[src/sv/ambient_light_dimmer_top_assert.svh]
// Assertion macros shared by the ambient light dimmer RTL.
// Each macro expects clk and rst_n to be visible in the module that uses it.
`ifndef AMBIENT_LIGHT_DIMMER_TOP_ASSERT_SVH
`define AMBIENT_LIGHT_DIMMER_TOP_ASSERT_SVH

// Consequent must hold in the same cycle as the antecedent.
`define ALD_ASSERT_SAME(label, ante, cons, msg) \
    label: assert property (@(posedge clk) disable iff (!rst_n) (ante) |-> (cons)) \
        else $error(msg);

// Consequent must hold in the cycle after the antecedent.
`define ALD_ASSERT_NEXT(label, ante, cons, msg) \
    label: assert property (@(posedge clk) disable iff (!rst_n) (ante) |=> (cons)) \
        else $error(msg);

`endif

[src/sv/ald_pkg.sv]
// Shared types and constants for the ambient light dimmer.
// No dependencies; all other source files but the macro header import it.
`default_nettype none

package ald_pkg;

    localparam int SAMPLE_W   = 12;
    localparam int DUTY_W     = 8;
    localparam int WINDOW_DEF = 16;
    localparam int PADDR_W    = 3;
    localparam int PDATA_W    = 32;

    // Divider numerator covers (light_limit - mean) * duty_max (20 bits).
    localparam int NUM_W      = SAMPLE_W + DUTY_W;
    localparam int DIV_CNT_W  = $clog2(NUM_W + 1);

    localparam logic [SAMPLE_W-1:0] LIGHT_LIMIT_RST = SAMPLE_W'(600);
    localparam logic [DUTY_W-1:0]   DUTY_MAX_RST    = DUTY_W'(200);

    // Register select taken from paddr[2]
    typedef enum logic {
        REG_LIGHT_LIMIT = 1'b0,
        REG_DUTY_MAX    = 1'b1
    } reg_idx_t;

    typedef struct packed {
        logic full;
        logic empty;
    } q_stat_t;

    typedef struct packed {
        logic                start;
        logic [NUM_W-1:0]    numer;
        logic [SAMPLE_W-1:0] denom;
    } div_req_t;

    typedef struct packed {
        logic             busy;
        logic             done;
        logic [NUM_W-1:0] quot;
    } div_rsp_t;

endpackage

`default_nettype wire

[src/sv/ald_if.sv]
// Channel interfaces: sample input beats and result output beats.
// Depends on ald_pkg for field widths.
`default_nettype none

interface ald_sample_if import ald_pkg::*; ();
    logic                valid;
    logic                ready;
    logic [SAMPLE_W-1:0] sample;

    modport source (output valid, output sample, input ready);
    modport sink   (input valid, input sample, output ready);
endinterface

interface ald_result_if import ald_pkg::*; ();
    logic                valid;
    logic                ready;
    logic [SAMPLE_W-1:0] mean_reading;
    logic [DUTY_W-1:0]   duty;

    modport source (output valid, output mean_reading, output duty, input ready);
    modport sink   (input valid, input mean_reading, input duty, output ready);
endinterface

`default_nettype wire

[src/sv/ald_queue.sv]
// Two-entry queue of running sums between the front and back parts.
// Depends on ald_pkg and the assertion macro header.
`default_nettype none
`include "ambient_light_dimmer_top_assert.svh"

module ald_queue import ald_pkg::*; #(
    parameter int SUM_W = 16
) (
    input  wire logic             clk,
    input  wire logic             rst_n,
    input  wire logic             push,
    input  wire logic [SUM_W-1:0] push_data,
    input  wire logic             pop,
    output q_stat_t               stat,
    output logic      [SUM_W-1:0] head
);

    logic [SUM_W-1:0] entry_reg [2];
    logic             wr_ptr_reg;
    logic             wr_ptr_next;
    logic             rd_ptr_reg;
    logic             rd_ptr_next;
    logic [1:0]       count_reg;
    logic [1:0]       count_next;

    assign stat.full  = (count_reg == 2'd2);
    assign stat.empty = (count_reg == 2'd0);
    assign head       = entry_reg[rd_ptr_reg];

    // Advance pointers and occupancy
    always_comb
    begin
        wr_ptr_next = push ? ~wr_ptr_reg : wr_ptr_reg;
        rd_ptr_next = pop ? ~rd_ptr_reg : rd_ptr_reg;
        count_next  = count_reg;
        if (push && !pop)
        begin
            count_next = count_reg + 2'd1;
        end
        else if (pop && !push)
        begin
            count_next = count_reg - 2'd1;
        end
    end

    always_ff @(posedge clk or negedge rst_n)
    begin
        if (!rst_n)
        begin
            wr_ptr_reg <= 1'b0;
            rd_ptr_reg <= 1'b0;
            count_reg  <= 2'd0;
        end
        else
        begin
            wr_ptr_reg <= wr_ptr_next;
            rd_ptr_reg <= rd_ptr_next;
            count_reg  <= count_next;
        end
    end

    // Store the pushed sum
    always_ff @(posedge clk)
    begin
        if (push)
        begin
            entry_reg[wr_ptr_reg] <= push_data;
        end
    end

    `ALD_ASSERT_SAME(a_no_push_full, push, !stat.full, "push into full queue")
    `ALD_ASSERT_SAME(a_no_pop_empty, pop, !stat.empty, "pop from empty queue")
    `ALD_ASSERT_NEXT(a_push_fills, push && !pop, !stat.empty, "pushed beat lost")

endmodule

`default_nettype wire

[src/sv/ald_divider.sv]
// Serial restoring divider, one quotient bit per cycle, NUM_W quotient bits in all.
// Depends on ald_pkg and the assertion macro header.
`default_nettype none
`include "ambient_light_dimmer_top_assert.svh"

module ald_divider import ald_pkg::*; (
    input  wire logic     clk,
    input  wire logic     rst_n,
    input  wire div_req_t req,
    output div_rsp_t      rsp
);

    logic                 busy_reg;
    logic                 busy_next;
    logic                 done_reg;
    logic                 done_next;
    logic [DIV_CNT_W-1:0] cnt_reg;
    logic [DIV_CNT_W-1:0] cnt_next;
    logic [NUM_W-1:0]     num_reg;
    logic [NUM_W-1:0]     num_next;
    logic [SAMPLE_W-1:0]  rem_reg;
    logic [SAMPLE_W-1:0]  rem_next;
    logic [SAMPLE_W-1:0]  den_reg;
    logic [SAMPLE_W-1:0]  den_next;
    logic [SAMPLE_W:0]    trial;
    logic [SAMPLE_W:0]    diff;
    logic                 fits;

    assign trial = {rem_reg, num_reg[NUM_W-1]};
    assign diff  = trial - {1'b0, den_reg};
    assign fits  = (trial >= {1'b0, den_reg});

    // Load on start, then shift one quotient bit per cycle
    always_comb
    begin
        busy_next = busy_reg;
        done_next = 1'b0;
        cnt_next  = cnt_reg;
        num_next  = num_reg;
        rem_next  = rem_reg;
        den_next  = den_reg;
        if (req.start)
        begin
            busy_next = 1'b1;
            cnt_next  = DIV_CNT_W'(NUM_W);
            num_next  = req.numer;
            rem_next  = '0;
            den_next  = req.denom;
        end
        else if (busy_reg)
        begin
            num_next = {num_reg[NUM_W-2:0], fits};
            rem_next = fits ? diff[SAMPLE_W-1:0] : trial[SAMPLE_W-1:0];
            cnt_next = cnt_reg - DIV_CNT_W'(1);
            if (cnt_reg == DIV_CNT_W'(1))
            begin
                busy_next = 1'b0;
                done_next = 1'b1;
            end
        end
    end

    always_ff @(posedge clk or negedge rst_n)
    begin
        if (!rst_n)
        begin
            busy_reg <= 1'b0;
            done_reg <= 1'b0;
            cnt_reg  <= '0;
        end
        else
        begin
            busy_reg <= busy_next;
            done_reg <= done_next;
            cnt_reg  <= cnt_next;
        end
    end

    always_ff @(posedge clk)
    begin
        num_reg <= num_next;
        rem_reg <= rem_next;
        den_reg <= den_next;
    end

    assign rsp.busy = busy_reg;
    assign rsp.done = done_reg;
    assign rsp.quot = num_reg;

    `ALD_ASSERT_SAME(a_start_idle, req.start, !busy_reg, "divider restarted while busy")
    `ALD_ASSERT_NEXT(a_start_busy, req.start, busy_reg && !done_reg, "divider did not launch")
    `ALD_ASSERT_SAME(a_busy_count, busy_reg, cnt_reg != '0, "busy divider with zero count")

endmodule

`default_nettype wire

[src/sv/ald_front.sv]
// Front part: accepts samples, keeps the sample ring and the running sum.
// Depends on ald_pkg and ald_sample_if; pushes each new sum into ald_queue.
`default_nettype none

module ald_front import ald_pkg::*; #(
    parameter int WINDOW = WINDOW_DEF,
    parameter int SUM_W  = 16
) (
    input  wire logic        clk,
    input  wire logic        rst_n,
    ald_sample_if.sink       samples,
    input  wire q_stat_t     q_stat,
    output logic             push,
    output logic [SUM_W-1:0] push_data
);

    localparam int PTR_W = $clog2(WINDOW);

    logic [SAMPLE_W-1:0] ring_mem [WINDOW];
    logic [SAMPLE_W-1:0] rd_data_reg;
    logic [SAMPLE_W-1:0] sample_reg;
    logic [SAMPLE_W-1:0] first_reg;
    logic                pend_reg;
    logic                pend_next;
    logic                primed_reg;
    logic                primed_next;
    logic                lap_reg;
    logic                lap_next;
    logic [PTR_W-1:0]    wpos_reg;
    logic [PTR_W-1:0]    wpos_next;
    logic [SUM_W-1:0]    sum_reg;
    logic [SUM_W-1:0]    sum_next;
    logic [SAMPLE_W-1:0] oldest;
    logic                accept;

    assign samples.ready = !pend_reg && !q_stat.full;
    assign accept        = samples.valid && samples.ready;

    // Entries not yet overwritten since priming still hold the first sample
    assign oldest = lap_reg ? rd_data_reg : first_reg;

    // Update ring state in the cycle after a beat is accepted
    always_comb
    begin
        pend_next   = accept;
        primed_next = primed_reg;
        lap_next    = lap_reg;
        wpos_next   = wpos_reg;
        sum_next    = sum_reg;
        if (pend_reg)
        begin
            if (!primed_reg)
            begin
                sum_next    = SUM_W'(SUM_W'(sample_reg) * SUM_W'(WINDOW));
                primed_next = 1'b1;
                lap_next    = 1'b0;
                wpos_next   = '0;
            end
            else
            begin
                sum_next = sum_reg - SUM_W'(oldest) + SUM_W'(sample_reg);
                if (wpos_reg == PTR_W'(WINDOW - 1))
                begin
                    wpos_next = '0;
                    lap_next  = 1'b1;
                end
                else
                begin
                    wpos_next = wpos_reg + PTR_W'(1);
                end
            end
        end
    end

    always_ff @(posedge clk or negedge rst_n)
    begin
        if (!rst_n)
        begin
            pend_reg   <= 1'b0;
            primed_reg <= 1'b0;
            lap_reg    <= 1'b0;
            wpos_reg   <= '0;
            sum_reg    <= '0;
        end
        else
        begin
            pend_reg   <= pend_next;
            primed_reg <= primed_next;
            lap_reg    <= lap_next;
            wpos_reg   <= wpos_next;
            sum_reg    <= sum_next;
        end
    end

    // Hold the sample and read the oldest entry on accept
    always_ff @(posedge clk)
    begin
        if (accept)
        begin
            sample_reg  <= samples.sample;
            rd_data_reg <= ring_mem[wpos_reg];
        end
        if (pend_reg && !primed_reg)
        begin
            first_reg <= sample_reg;
        end
    end

    // Overwrite the oldest entry
    always_ff @(posedge clk)
    begin
        if (pend_reg && primed_reg)
        begin
            ring_mem[wpos_reg] <= sample_reg;
        end
    end

    assign push      = pend_reg;
    assign push_data = sum_next;

endmodule

`default_nettype wire

[src/sv/ald_back.sv]
// Back part: mean by reciprocal multiply, duty mapping by multiply and division, result beat.
// Depends on ald_pkg, ald_result_if and ald_divider.
`default_nettype none

module ald_back import ald_pkg::*; #(
    parameter int WINDOW = WINDOW_DEF,
    parameter int SUM_W  = 16
) (
    input  wire logic                clk,
    input  wire logic                rst_n,
    input  wire q_stat_t             q_stat,
    input  wire logic [SUM_W-1:0]    head,
    output logic                     pop,
    input  wire logic [SAMPLE_W-1:0] light_limit,
    input  wire logic [DUTY_W-1:0]   duty_max,
    ald_result_if.source             results
);

    // floor(sum / WINDOW) as (sum * MEAN_RECIP) >> MEAN_SHIFT, exact for any sum
    // below 2**SUM_W
    localparam int             MEAN_SHIFT = SUM_W + $clog2(WINDOW);
    localparam logic [SUM_W:0] MEAN_RECIP =
        (SUM_W+1)'(((64'd1 << MEAN_SHIFT) / 64'(WINDOW)) + 64'd1);

    typedef enum logic [4:0] {
        B_IDLE     = 5'b00001,
        B_PROD     = 5'b00010,
        B_SCALE_GO = 5'b00100,
        B_SCALE    = 5'b01000,
        B_OUT      = 5'b10000
    } back_state_t;

    back_state_t         state_reg;
    back_state_t         state_next;
    logic [SAMPLE_W-1:0] mean_reg;
    logic [SAMPLE_W-1:0] mean_next;
    logic [DUTY_W-1:0]   duty_reg;
    logic [DUTY_W-1:0]   duty_next;
    logic [NUM_W-1:0]    prod_reg;
    logic [NUM_W-1:0]    prod_next;
    logic [SAMPLE_W-1:0] headroom;
    logic [2*SUM_W:0]    mean_prod;
    logic [SAMPLE_W-1:0] mean_calc;
    div_req_t            div_req;
    div_rsp_t            div_rsp;

    assign headroom = light_limit - mean_reg;
    assign pop      = (state_reg == B_IDLE) && !q_stat.empty;

    // Mean of the sum at the head of the queue
    assign mean_prod = (2*SUM_W+1)'(head) * (2*SUM_W+1)'(MEAN_RECIP);
    assign mean_calc = mean_prod[MEAN_SHIFT +: SAMPLE_W];

    // Launch the divider for the duty scale
    assign div_req.start = (state_reg == B_SCALE_GO);
    assign div_req.numer = prod_reg;
    assign div_req.denom = light_limit;

    ald_divider u_div (
        .clk   (clk),
        .rst_n (rst_n),
        .req   (div_req),
        .rsp   (div_rsp)
    );

    // Sequence one sum through to a result beat
    always_comb
    begin
        state_next = state_reg;
        mean_next  = mean_reg;
        duty_next  = duty_reg;
        prod_next  = prod_reg;
        unique case (state_reg)
            B_IDLE:
            begin
                if (pop)
                begin
                    mean_next  = mean_calc;
                    state_next = B_PROD;
                end
            end
            B_PROD:
            begin
                if (mean_reg >= light_limit)
                begin
                    duty_next  = '0;
                    state_next = B_OUT;
                end
                else
                begin
                    prod_next  = NUM_W'(headroom) * NUM_W'(duty_max);
                    state_next = B_SCALE_GO;
                end
            end
            B_SCALE_GO:
            begin
                state_next = B_SCALE;
            end
            B_SCALE:
            begin
                if (div_rsp.done)
                begin
                    duty_next  = div_rsp.quot[DUTY_W-1:0];
                    state_next = B_OUT;
                end
            end
            B_OUT:
            begin
                if (results.ready)
                begin
                    state_next = B_IDLE;
                end
            end
            default:
            begin
                state_next = B_IDLE;
            end
        endcase
    end

    always_ff @(posedge clk or negedge rst_n)
    begin
        if (!rst_n)
        begin
            state_reg <= B_IDLE;
        end
        else
        begin
            state_reg <= state_next;
        end
    end

    always_ff @(posedge clk)
    begin
        mean_reg <= mean_next;
        duty_reg <= duty_next;
        prod_reg <= prod_next;
    end

    assign results.valid        = (state_reg == B_OUT);
    assign results.mean_reading = mean_reg;
    assign results.duty         = duty_reg;

endmodule

`default_nettype wire

[src/sv/ambient_light_dimmer_top.sv]
// Ambient light dimmer: moving average of light samples mapped to a PWM duty.
//
// Channels: samples (valid/ready, 12-bit sample) in, results (valid/ready,
// 12-bit mean_reading and 8-bit duty) out, one result beat per sample beat.
// Configuration through a small APB port: light_limit at 0x0, duty_max at 0x4
// (paddr[2] selects the register); the user must write them only while idle, unenforced.
//
// When the mean is at or above light_limit the divider is skipped. The front
// takes no new sample while it still updates the ring for the last one or the
// sum queue is full. The mean comes from a reciprocal multiply and the duty
// scale runs a one-bit-per-cycle serial divider by light_limit; the back takes
// the next sum from the queue only once its last result beat has been taken.
//
// Reset clears the ring position, running sum and primed flag; the first
// sample after reset stands for every ring entry. Config resets to
// light_limit = 600, duty_max = 200.
//
// When the result receiver stalls, the finished result is held; the front
// keeps accepting samples until the two-entry sum queue fills.
// Depends on ald_pkg, ald_if, ald_front, ald_queue and ald_back.
`default_nettype none

module ambient_light_dimmer_top import ald_pkg::*; #(
    parameter int WINDOW = WINDOW_DEF
) (
    input  wire logic               clk,
    input  wire logic               rst_n,
    ald_sample_if.sink              samples,
    ald_result_if.source            results,
    input  wire logic               psel,
    input  wire logic               penable,
    input  wire logic               pwrite,
    input  wire logic [PADDR_W-1:0] paddr,
    input  wire logic [PDATA_W-1:0] pwdata,
    output logic      [PDATA_W-1:0] prdata,
    output logic                    pready
);

    localparam int SUM_W = $clog2(WINDOW * ((1 << SAMPLE_W) - 1) + 1);

    logic [SAMPLE_W-1:0] light_limit_reg;
    logic [DUTY_W-1:0]   duty_max_reg;
    reg_idx_t            reg_sel;
    logic                cfg_write;
    logic                push;
    logic [SUM_W-1:0]    push_data;
    logic                pop;
    logic [SUM_W-1:0]    head;
    q_stat_t             q_stat;

    assign pready    = 1'b1;
    assign reg_sel   = reg_idx_t'(paddr[2]);
    assign cfg_write = psel && penable && pwrite && pready;

    // Write configuration registers
    always_ff @(posedge clk or negedge rst_n)
    begin
        if (!rst_n)
        begin
            light_limit_reg <= LIGHT_LIMIT_RST;
            duty_max_reg    <= DUTY_MAX_RST;
        end
        else if (cfg_write)
        begin
            unique case (reg_sel)
                REG_LIGHT_LIMIT: light_limit_reg <= pwdata[SAMPLE_W-1:0];
                REG_DUTY_MAX:    duty_max_reg    <= pwdata[DUTY_W-1:0];
                default:         light_limit_reg <= light_limit_reg;
            endcase
        end
    end

    // Read back configuration registers
    always_comb
    begin
        unique case (reg_sel)
            REG_LIGHT_LIMIT: prdata = PDATA_W'(light_limit_reg);
            REG_DUTY_MAX:    prdata = PDATA_W'(duty_max_reg);
            default:         prdata = '0;
        endcase
    end

    ald_front #(
        .WINDOW (WINDOW),
        .SUM_W  (SUM_W)
    ) u_front (
        .clk       (clk),
        .rst_n     (rst_n),
        .samples   (samples),
        .q_stat    (q_stat),
        .push      (push),
        .push_data (push_data)
    );

    ald_queue #(
        .SUM_W (SUM_W)
    ) u_queue (
        .clk       (clk),
        .rst_n     (rst_n),
        .push      (push),
        .push_data (push_data),
        .pop       (pop),
        .stat      (q_stat),
        .head      (head)
    );

    ald_back #(
        .WINDOW (WINDOW),
        .SUM_W  (SUM_W)
    ) u_back (
        .clk         (clk),
        .rst_n       (rst_n),
        .q_stat      (q_stat),
        .head        (head),
        .pop         (pop),
        .light_limit (light_limit_reg),
        .duty_max    (duty_max_reg),
        .results     (results)
    );

endmodule

`default_nettype wire

[src/flat_wrapper.sv]
// flat-port wrapper written by rule: the top's interface ports become plain ports
module ambient_light_dimmer_top_flat import ald_pkg::*;
#(
    parameter int WINDOW = WINDOW_DEF
)
  (clk, rst_n, psel, penable, pwrite, paddr, pwdata, prdata, pready, samples_valid, samples_sample, samples_ready, results_valid, results_mean_reading, results_duty, results_ready);
  ald_sample_if samples_i ();
  ald_result_if results_i ();
  input  wire logic clk;
  input  wire logic rst_n;
  input  wire logic psel;
  input  wire logic penable;
  input  wire logic pwrite;
  input  wire logic [PADDR_W-1:0] paddr;
  input  wire logic [PDATA_W-1:0] pwdata;
  output logic      [PDATA_W-1:0] prdata;
  output logic pready;
  input wire logic [$bits(samples_i.valid)-1:0] samples_valid;
  input wire logic [$bits(samples_i.sample)-1:0] samples_sample;
  output wire logic [$bits(samples_i.ready)-1:0] samples_ready;
  output wire logic [$bits(results_i.valid)-1:0] results_valid;
  output wire logic [$bits(results_i.mean_reading)-1:0] results_mean_reading;
  output wire logic [$bits(results_i.duty)-1:0] results_duty;
  input wire logic [$bits(results_i.ready)-1:0] results_ready;
  assign samples_i.valid = samples_valid;
  assign samples_i.sample = samples_sample;
  assign samples_ready = samples_i.ready;
  assign results_valid = results_i.valid;
  assign results_mean_reading = results_i.mean_reading;
  assign results_duty = results_i.duty;
  assign results_i.ready = results_ready;
  ambient_light_dimmer_top #(.WINDOW(WINDOW)) u_core (.clk(clk), .rst_n(rst_n), .samples(samples_i), .results(results_i), .psel(psel), .penable(penable), .pwrite(pwrite), .paddr(paddr), .pwdata(pwdata), .prdata(prdata), .pready(pready));
endmodule
[config.mk]
export PLATFORM = sky130hd
export DESIGN_NAME = ambient_light_dimmer_top_flat
export DESIGN_NICKNAME = d
export VERILOG_FILES = /design/src/sv/ald_pkg.sv /design/src/sv/ald_if.sv /design/src/sv/ald_queue.sv /design/src/sv/ald_divider.sv /design/src/sv/ald_front.sv /design/src/sv/ald_back.sv /design/src/sv/ambient_light_dimmer_top.sv /design/src/flat_wrapper.sv
export VERILOG_INCLUDE_DIRS = /design/src /design/src/sv
export SDC_FILE = /design/constraint.sdc
export NUM_CORES = 1
export LEC_CHECK = 0
export BUFFER_PORTS_ARGS = -buffer_cell sky130_fd_sc_hd__buf_4
export CAP_MARGIN = 5
export CORE_ASPECT_RATIO = 0.6
export CORE_MARGIN = 2
export CORE_UTILIZATION = 25
export CTS_CLUSTER_DIAMETER = 200
export CTS_CLUSTER_SIZE = 10
export DETAILED_ROUTE_END_ITERATION = 6
export GPL_TIMING_DRIVEN = 0
export SLEW_MARGIN = 20
export SYNTH_ARGS = -nofsm -noshare
export SYNTH_HDL_FRONTEND = slang
export SYNTH_SLANG_ARGS = --single-unit
[constraint.sdc]
create_clock -name clk -period 14.5 [get_ports clk]
set_clock_uncertainty 0.15 [all_clocks]
set_input_delay 2.9 -clock clk [delete_from_list [all_inputs] [get_ports clk]]
set_output_delay 2.9 -clock clk [all_outputs]
set_load 0.02 [all_outputs]
==> impl_metrics.toml, run 1 <==
[clocking]
cts_made_buffers = 45
holdBufCountCts = 0
cts-root-buf = "clkbuf_16"
clockBufferDepth = 3
cts_resized = 0
cts.sinks = 395
cts_tree = "built"
htree_num_levels = 2
path_clk_slew_ns = 0.06
clk-insertion-delay-late_ns = 0.60
post-cts-setup-buffers = 0

[logic_synthesis]
synthAdderAreaFrac = 0.125
synth-main-ff-cell = "edfxtp_1"
synth.area.mux_share = 0.103
synth.avg_cell_area_sq_um = 13.6
synthXorXnorAreaFrac = 0.0226
synth_top_family_by_area = "adder cells"
yosysWarnings = 0
synth-simple-area-share = 0.0806
ys_async_sr_fraction = 0.149
syn_area_sq_mm = 0.0205
synth_edf_count = 324
synth-compound-area-share = 0.0598
ys_types = 71
yosysSeqAreaShare = 0.559
ys_seq_elements = 395
netlist_instances = 1502

[worst_hold_path]
worstHoldPathType = "flop to flop"
worstHoldStart = "u_core.u_back.u_div.num_reg[16]"
hold_depth = 2
min_to = "u_core.u_back.u_div.num_reg[17]"

[layout]
fill_cells = 8159
area_delta_synth_final_pct = 16.2
final_nets = 1850
insertedDiodeCount = 0
design_area_sq_mm = 0.0238
largest_reg_flops = 192
final_util = 0.293
drive_gt1_frac = 0.170

[worst_setup_path]
cp-end-kind = "output pin"
rrSetupSlack_ns = 7.61
path_class = "input pin to output pin"
reg2reg_to = "u_core.u_back.prod_reg[16]"
ff2ff_path_depth = 22
slowest_delay_ns = 0.39
crit_cells = 4
worstReg2RegStart = "u_core.light_limit_reg[1]"
critPathTopFamily = "buffers and inverters"
cp_slowest_cell = "mux2_2"
cp-start-kind = "input pin"
cp_num_buf_inv = 3
cp.required_ns = 11.45
worstPathArrival_ns = 4.08
path_cells = "clkbuf_1, clkbuf_1, mux2_2, buf_4"
cpMostUsedCell = "clkbuf_1"
path_max_fanout = 10

[sta]
rsz0062_at_grt = "no"
worst_pin_slew_ns = 1.05
post-route-period-util = 0.492
slew_headroom = 0.302
clock.fmax_ghz = 0.140
fin_setup_tns_ns = 0
layout_min_cycle_time_ns = 7.13
setup_viol = 0
fin_hold_ws_ns = 0.341
finalMaxSlewViolations = 0
hold_viol_final = 0

[grt]
grt_use_total = 0.113
antenna_found_initial = 4
grt_max_degree = 60
grt_pass1_wl_mm = 73.2
grt_pass1_vias = 12100
gr-total-overflow = 0

[floorplanning]
rows = 81
die_h_um = 226
start_util = 0.252
die_x_um = 374
dieArea_sq_mm = 0.0844
io-pin-count = 109
coreArea_sq_mm = 0.0813

[route]
first_pass_iters = 5
drc_errors = 0
wire_per_inst_um = 17.4
vias = 12100
via_per_inst = 4.41
ant_nets = 0
wl_mm = 47.7
drt_iter0_drc = 1085

[run_status]
status = "completed"

[place]
dpl_cell_area_sq_mm = 0.0225
io_buffers = 64
hpwl_mm = 34.7
gp_congestion = 0.833

[flow_run]
drv_cap = 0
-- synthesized netlist by cell type (17+ instances only) --
cell        n  share of area
a21o_1     25         0.0092
a21oi_1    47          0.011
and2_1     67          0.020
buf_4      21         0.0077
clkbuf_1   38         0.0070
dfrtp_1    51          0.062
edfxtp_1  324           0.47
fa_1       74          0.072
ha_1       87          0.053
inv_1     173          0.032
mux2_2     53          0.029
mux4_2     60          0.066
nand2_1   124          0.023
nor2_1     38         0.0070
nor2b_1    24         0.0073
nor3_1     17         0.0042
o21ai_0    36         0.0088
xnor2_1    31          0.013
xor2_1     22         0.0094
-- stage by stage --
| stage | worst slack [ns] | cells |
|---|---|---|
| 2_1_floorplan | 7.62 | 1521 |
| 3_3_place_gp | 7.41 | 2664 |
| 3_5_place_dp | 7.39 | 2667 |
| 4_1_cts | 7.39 | 2749 |
| 5_1_grt | 7.16 | 2749 |
| 6_report | 7.37 | 2749 |
-- cell type report --
cell class	count	area, sq um	share of cell area
sequential	395	11500	0.481
multi-input combinational	880	8130	0.341
tap	1079	1350	0.0567
clock buffer	78	1250	0.0525
inverter	175	657	0.0276
timing repair buffer	67	527	0.0221
buffer	71	360	0.0151
clock inverter	4	87.6	0.00368
-- cells in the final DEF (no fill, tap or decap), types with 4 or more instances in the layout --
cell,instances
o21ai_0,36
ha_1,87
mux2_2,53
nor3_1,16
mux4_2,60
buf_2,5
or3_1,5
a21oi_1,46
o22ai_1,4
edfxtp_1,324
dfrtp_1,51
nand2_1,124
o21bai_1,6
and2_1,66
dfstp_2,8
dfxtp_1,12
a21o_1,25
a22oi_1,4
buf_4,85
a31oi_1,5
clkbuf_16,45
conb_1,21
inv_1,173
nor2_1,35
nand3_1,16
nor2b_1,24
o21ai_1,10
xnor2_1,31
a211oi_1,8
fa_1,74
a211o_1,5
nand4_1,5
clkbuf_1,71
buf_1,5
and3_1,11
mux2i_1,16
nand2b_1,8
xor2_1,22
-- worst min-delay path: cells and delay by family, from the launching register on --
kind | cells | cell delay (ns)
flops | 1 | 0.32
simple gates | 2 | 0.11
-- routing by layer --
layer  vias to the layer above  wire length (um)  global-route usage
met5                         -                 0                   0
met4                         0               497              0.0206
met3                        48              3890              0.0283
met2                       361             18800               0.151
met1                      6146             24500               0.180
li1                       5579                 -                   -
-- cell families after synthesis --
kind of cell / after synthesis
flops: 395
simple gates: 330
buf+inv: 246
compound gates: 186
fa+ha+maj: 161
mux: 129
xor+xnor: 53
other cells: 2
-- how the worst max path moves through the flow --
| stage | start | end |
|---|---|---|
| 6_report | paddr[2] | prdata[6] |
| 5_1_grt | u_core.u_back.results.mean_reading[1] | u_core.u_back.prod_reg[16] |
| 4_1_cts | paddr[2] | prdata[6] |
| 3_5_place_dp | paddr[2] | prdata[6] |
| 3_3_place_gp | paddr[2] | prdata[6] |
| 2_1_floorplan | paddr[2] | prdata[6] |
Power of run 1 is not shown: default switching activity piles up to over one toggle a cycle in this logic, so the estimate is an artifact.
==> inputs of run 2 (changes only) <==
Clock period 14.5 ns to 7.3 ns, I/O delays scaled along.
==> run 2 against run 1 <==
Register-to-register slack got worse by 7.1 ns. Sequential share of layout area about the same. Critical path depth increased by 19. Largest cell class unchanged.
==> impl_metrics.toml, run 2 (synthesis gave the netlist of run 1 again) <==
[run_status]
status = "completed"

[worst_setup_path]
cp.required_ns = 7.48
worstPathArrival_ns = 7.01
path_class = "flop to flop"
path_max_fanout = 8
cp-start-kind = "flop"
cp-end-kind = "flop"

[grt]
antenna_found_initial = 4
grt_max_degree = 60
grt_use_total = 0.113
gr-total-overflow = 0
grt_pass1_vias = 12100
grt_pass1_wl_mm = 73.2

[sta]
clock.fmax_ghz = 0.146
post-route-period-util = 0.936
layout_min_cycle_time_ns = 6.83
slew_headroom = 0.305
setup_viol = 0
worst_pin_slew_ns = 1.04
finalMaxSlewViolations = 0
fin_setup_tns_ns = 0
hold_viol_final = 0
rsz0062_at_grt = "no"

[clocking]
clk-insertion-delay-late_ns = 0.60
cts_made_buffers = 45
cts_tree = "built"
holdBufCountCts = 0
cts-root-buf = "clkbuf_16"
path_clk_slew_ns = 0.06
post-cts-setup-buffers = 0
clockBufferDepth = 3
cts.sinks = 395
htree_num_levels = 2

[flow_run]
drv_cap = 0

[worst_hold_path]
worstHoldPathType = "flop to flop"

[floorplanning]
die_x_um = 374
rows = 81
io-pin-count = 109
dieArea_sq_mm = 0.0844
die_h_um = 226
start_util = 0.252
coreArea_sq_mm = 0.0813

[route]
wire_per_inst_um = 17.4
drt_iter0_drc = 1088
ant_nets = 0
wl_mm = 47.8
vias = 12200
via_per_inst = 4.42
first_pass_iters = 5
drc_errors = 0

[layout]
layout_common_cells = "324 x edfxtp_1, 173 x inv_1, 124 x nand2_1"
final_common_cell = "edfxtp_1"
drive_gt1_frac = 0.171
largest_reg_flops = 192
fill_cells = 8157
final_nets = 1850
insertedDiodeCount = 0
area_delta_synth_final_pct = 16.2

[place]
io_buffers = 64
gp_congestion = 0.833
hpwl_mm = 34.7
[run 2: cell types whose count changed in the layout (fill, tap and decap cells not counted)]
cell    delta
xor2_2     +1
xor2_1     -1
[run 2: path summary, 6_finish.rpt]
path | endpoint | slack [ns] | cells past startpoint | from
setup / recovery | u_core.u_back.prod_reg[19] | 0.47 | 23 | u_core.light_limit_reg[0]
hold / removal | u_core.u_back.u_div.num_reg[17] | 0.34 | 2 | u_core.u_back.u_div.num_reg[16]
setup reg to reg | u_core.u_back.prod_reg[19] | 0.47 | 23 | u_core.light_limit_reg[0]
hold reg to reg | u_core.u_back.u_div.num_reg[17] | 0.34 | 2 | u_core.u_back.u_div.num_reg[16]
max in group asynchronous | async pin | 5.53 | 1 | rst_n
min in group asynchronous | u_core.u_back.u_div.cnt_reg[4] | 0.81 | 1 | rst_n
[run 2: critical path: stages, from the launching register on]
cell	delay, ns
dfrtp_1	0.49
inv_1	0.10
ha_1	0.22
fa_1	0.42
nor2b_1	0.14
o21ai_1	0.10
a21oi_1	0.33
nor3_1	0.10
xnor2_1	0.65
nand2_1	0.15
fa_1	0.51
inv_1	0.05
fa_1	0.48
fa_1	0.54
inv_1	0.06
fa_1	0.54
inv_1	0.05
ha_1	0.40
a21oi_1	0.10
o21ai_1	0.29
nor3_1	0.08
a211o_1	0.35
o21ai_1	0.18
xnor2_1	0.11
[run 2: cell type report]
| cell class | instances | area [sq um] | share of cell area |
|---|---|---|---|
| Buffer | 71 | 360 | 0.0151 |
| Clock buffer | 78 | 1250 | 0.0525 |
| Clock inverter | 4 | 87.6 | 0.00368 |
| Inverter | 175 | 657 | 0.0276 |
| Multi-Input combinational cell | 880 | 8140 | 0.342 |
| Sequential cell | 395 | 11500 | 0.481 |
| Tap cell | 1079 | 1350 | 0.0567 |
| Timing Repair Buffer | 67 | 527 | 0.0221 |
[run 2: layer usage]
| layer | vias to the layer above | part of all wire | track usage | wire length, um |
|---|---|---|---|---|
| met3 | 51 | 0.086 | 0.0283 | 4090 |
| met2 | 366 | 0.39 | 0.151 | 18900 |
| met1 | 6164 | 0.51 | 0.180 | 24300 |
| met5 | - | 0 | 0 | 0 |
| li1 | 5580 | - | - | - |
| met4 | 0 | 0.011 | 0.0206 | 523 |
[run 2: timing repair]
action / CTS / global route
hold endpoints to repair: 0 / 0
resized for setup: 0 / 1
setup endpoints to repair: 0 / 2
[run 2: per-stage QoR]
step                      setup WS, ns  hold WS [ns]  instance area [sq um]  utilization  std cells
after floorplan                   1.24         0.285                  20600            -       1521
after global placement           0.323         0.318                  22400        0.276       2664
after detailed placement         0.485         0.320                  22500        0.277       2667
after CTS                        0.442         0.331                  23800        0.293       2749
after global routing            0.0902         0.364                  23800        0.293       2749
final                            0.470         0.341                  23800        0.293       2749
Power of run 2 is left out for the same reason.
==> inputs of run 3 (changes only) <==
Settings changed: REMOVE_ABC_BUFFERS from default to 1.
==> run 3 against run 2 <==
Routed wire length shrank 3.1%. Maximum frequency down 3.3%. Die area stayed put. Via count decreased by 1.8%. Flip-flop and latch count is the same. Critical endpoint unchanged.
==> impl_metrics.toml, run 3 (synthesis gave the netlist of run 1 again) <==
[run_status]
status = "completed"

[clocking]
holdBufCountCts = 0
clockBufferDepth = 3
htree_num_levels = 2
path_clk_slew_ns = 0.06
cts-root-buf = "clkbuf_16"
cts.sinks = 395
clk-insertion-delay-late_ns = 0.58
cts_tree = "built"
cts_made_buffers = 45

[worst_hold_path]
hold_depth = 1
min_to = "u_core.u_queue.wr_ptr_reg"
worstHoldPathType = "flop to flop"
worstHoldStart = "u_core.u_queue.wr_ptr_reg"

[floorplanning]
dieArea_sq_mm = 0.0844
io-pin-count = 109
rows = 81
start_util = 0.252
die_x_um = 374
die_h_um = 226
coreArea_sq_mm = 0.0813

[worst_setup_path]
worstPathArrival_ns = 7.22
cpMostUsedCell = "fa_1"
reg2reg_to = "u_core.u_back.prod_reg[19]"
path_cells = "inv_1, ha_1, nor2b_1, o21ai_0, a21oi_1, a2111oi_2, a21oi_2, o311ai_4, and2_1, fa_1, fa_1, fa_1, inv_1, fa_1, inv_1, ha_1, nand3_1, nor2_1, o21ai_0, a211o_1, o21ai_1, xnor2_1"
ff2ff_path_depth = 22
cp.required_ns = 7.46
cp-start-kind = "flop"
rrSetupSlack_ns = 0.24
path_max_fanout = 8
cp-end-kind = "flop"
path_class = "flop to flop"
slowest_delay_ns = 0.56
worstReg2RegStart = "u_core.u_back.results.mean_reading[1]"
crit_start = "u_core.u_back.results.mean_reading[1]"
cp_slowest_cell = "fa_1"

[place]
dp_slack_ns = -0.0170
gp_congestion = 0.841
hpwl_mm = 32.5
dpl_cell_area_sq_mm = 0.0222
io_buffers = 65

[sta]
worst_pin_slew_ns = 1.08
hold_viol_final = 0
clock.fmax_ghz = 0.142
setup_slack_ns = 0.241
setup_viol = 0
fin_setup_tns_ns = 0
post-route-period-util = 0.967
rsz0062_at_grt = "no"
finalMaxSlewViolations = 0
layout_min_cycle_time_ns = 7.06
slew_headroom = 0.278

[route]
drt_iter0_drc = 1073
via_per_inst = 4.46
wire_per_inst_um = 17.3
first_pass_iters = 5
drc_errors = 0
wl_mm = 46.3
vias = 11900
ant_nets = 0

[grt]
antenna_found_initial = 2
grt_pass1_wl_mm = 70.6
grt_pass1_vias = 11800
grt_max_degree = 60
grt_use_total = 0.108
gr-total-overflow = 0

[layout]
layout_common_cells = "324 x edfxtp_1, 173 x inv_1, 124 x nand2_1"
area_delta_synth_final_pct = 15.0
drive_gt1_frac = 0.169
insertedDiodeCount = 0
final_common_cell = "edfxtp_1"
largest_reg_flops = 192
design_area_sq_mm = 0.0236
final_nets = 1787

[flow_run]
drv_cap = 0
==> run 3: changes by cell type in the layout (fill, tap and decap cells not counted), moves of 3 or more <==
cell	before	now
dfrtp_1	51	47
buf_1	5	0
buf_8	1	4
buf_2	5	0
buf_4	85	67
clkbuf_1	71	23
==> run 3: metal layers <==
metal / track usage / wire, um / vias up
met5: 0 / 0 / -
met4: 0.0219 / 706 / 0
met3: 0.0204 / 2880 / 57
met2: 0.152 / 19200 / 337
met1: 0.169 / 23500 / 6102
li1: - / - / 5447
==> run 3: worst max-delay path by stage <==
| stage | slack, ns | endpoint | depth (start not counted) |
|---|---|---|---|
| after floorplan | 1.24 | u_core.u_back.prod_reg[17] | 23 |
| after global placement | -0.08 | u_core.u_back.prod_reg[19] | 21 |
| after detailed placement | -0.02 | u_core.u_back.prod_reg[18] | 23 |
| after CTS | 0.25 | u_core.u_back.prod_reg[18] | 23 |
| after global routing | 0.03 | u_core.u_back.prod_reg[19] | 22 |
| final | 0.24 | u_core.u_back.prod_reg[19] | 22 |
==> run 3: final cells by class <==
cell class                      count  area, sq um
Fill cell                        8153        57700
Sequential cell                   395        11500
Multi-Input combinational cell    880         8160
Tap cell                         1079         1350
Clock buffer                       68         1210
Inverter                          175          657
Timing Repair Buffer               75          642
Clock inverter                      4         87.6
==> run 3: through the flow <==
stage / utilization / std cells / hold WS [ns]
after floorplan: - / 1450 / 0.285
after global placement: 0.271 / 2594 / 0.320
after detailed placement: 0.274 / 2604 / 0.331
after CTS: 0.290 / 2676 / 0.344
after global routing: 0.290 / 2676 / 0.366
final: 0.290 / 2676 / 0.340
==> run 3: worst max-delay path: cells and delay by family (launching register included) <==
| kind | cells | cell delay (ns) |
|---|---|---|
| XOR/XNOR | 1 | 0.09 |
| flip-flops | 1 | 0.51 |
| AO/OA/AOI/OAI | 8 | 2.48 |
| AND/OR/NAND/NOR | 4 | 0.68 |
| buffers and inverters | 3 | 0.20 |
| adder cells (fa/ha/maj) | 6 | 2.67 |
==> run 3: what timing repair did <==
action,in CTS,in global routing
gates resized for setup,1,3
cloned,0,0
setup buffers,0,0
pin swaps,0,1
endpoints found under the setup margin,2,4
Power of run 3 is left out for the same reason.
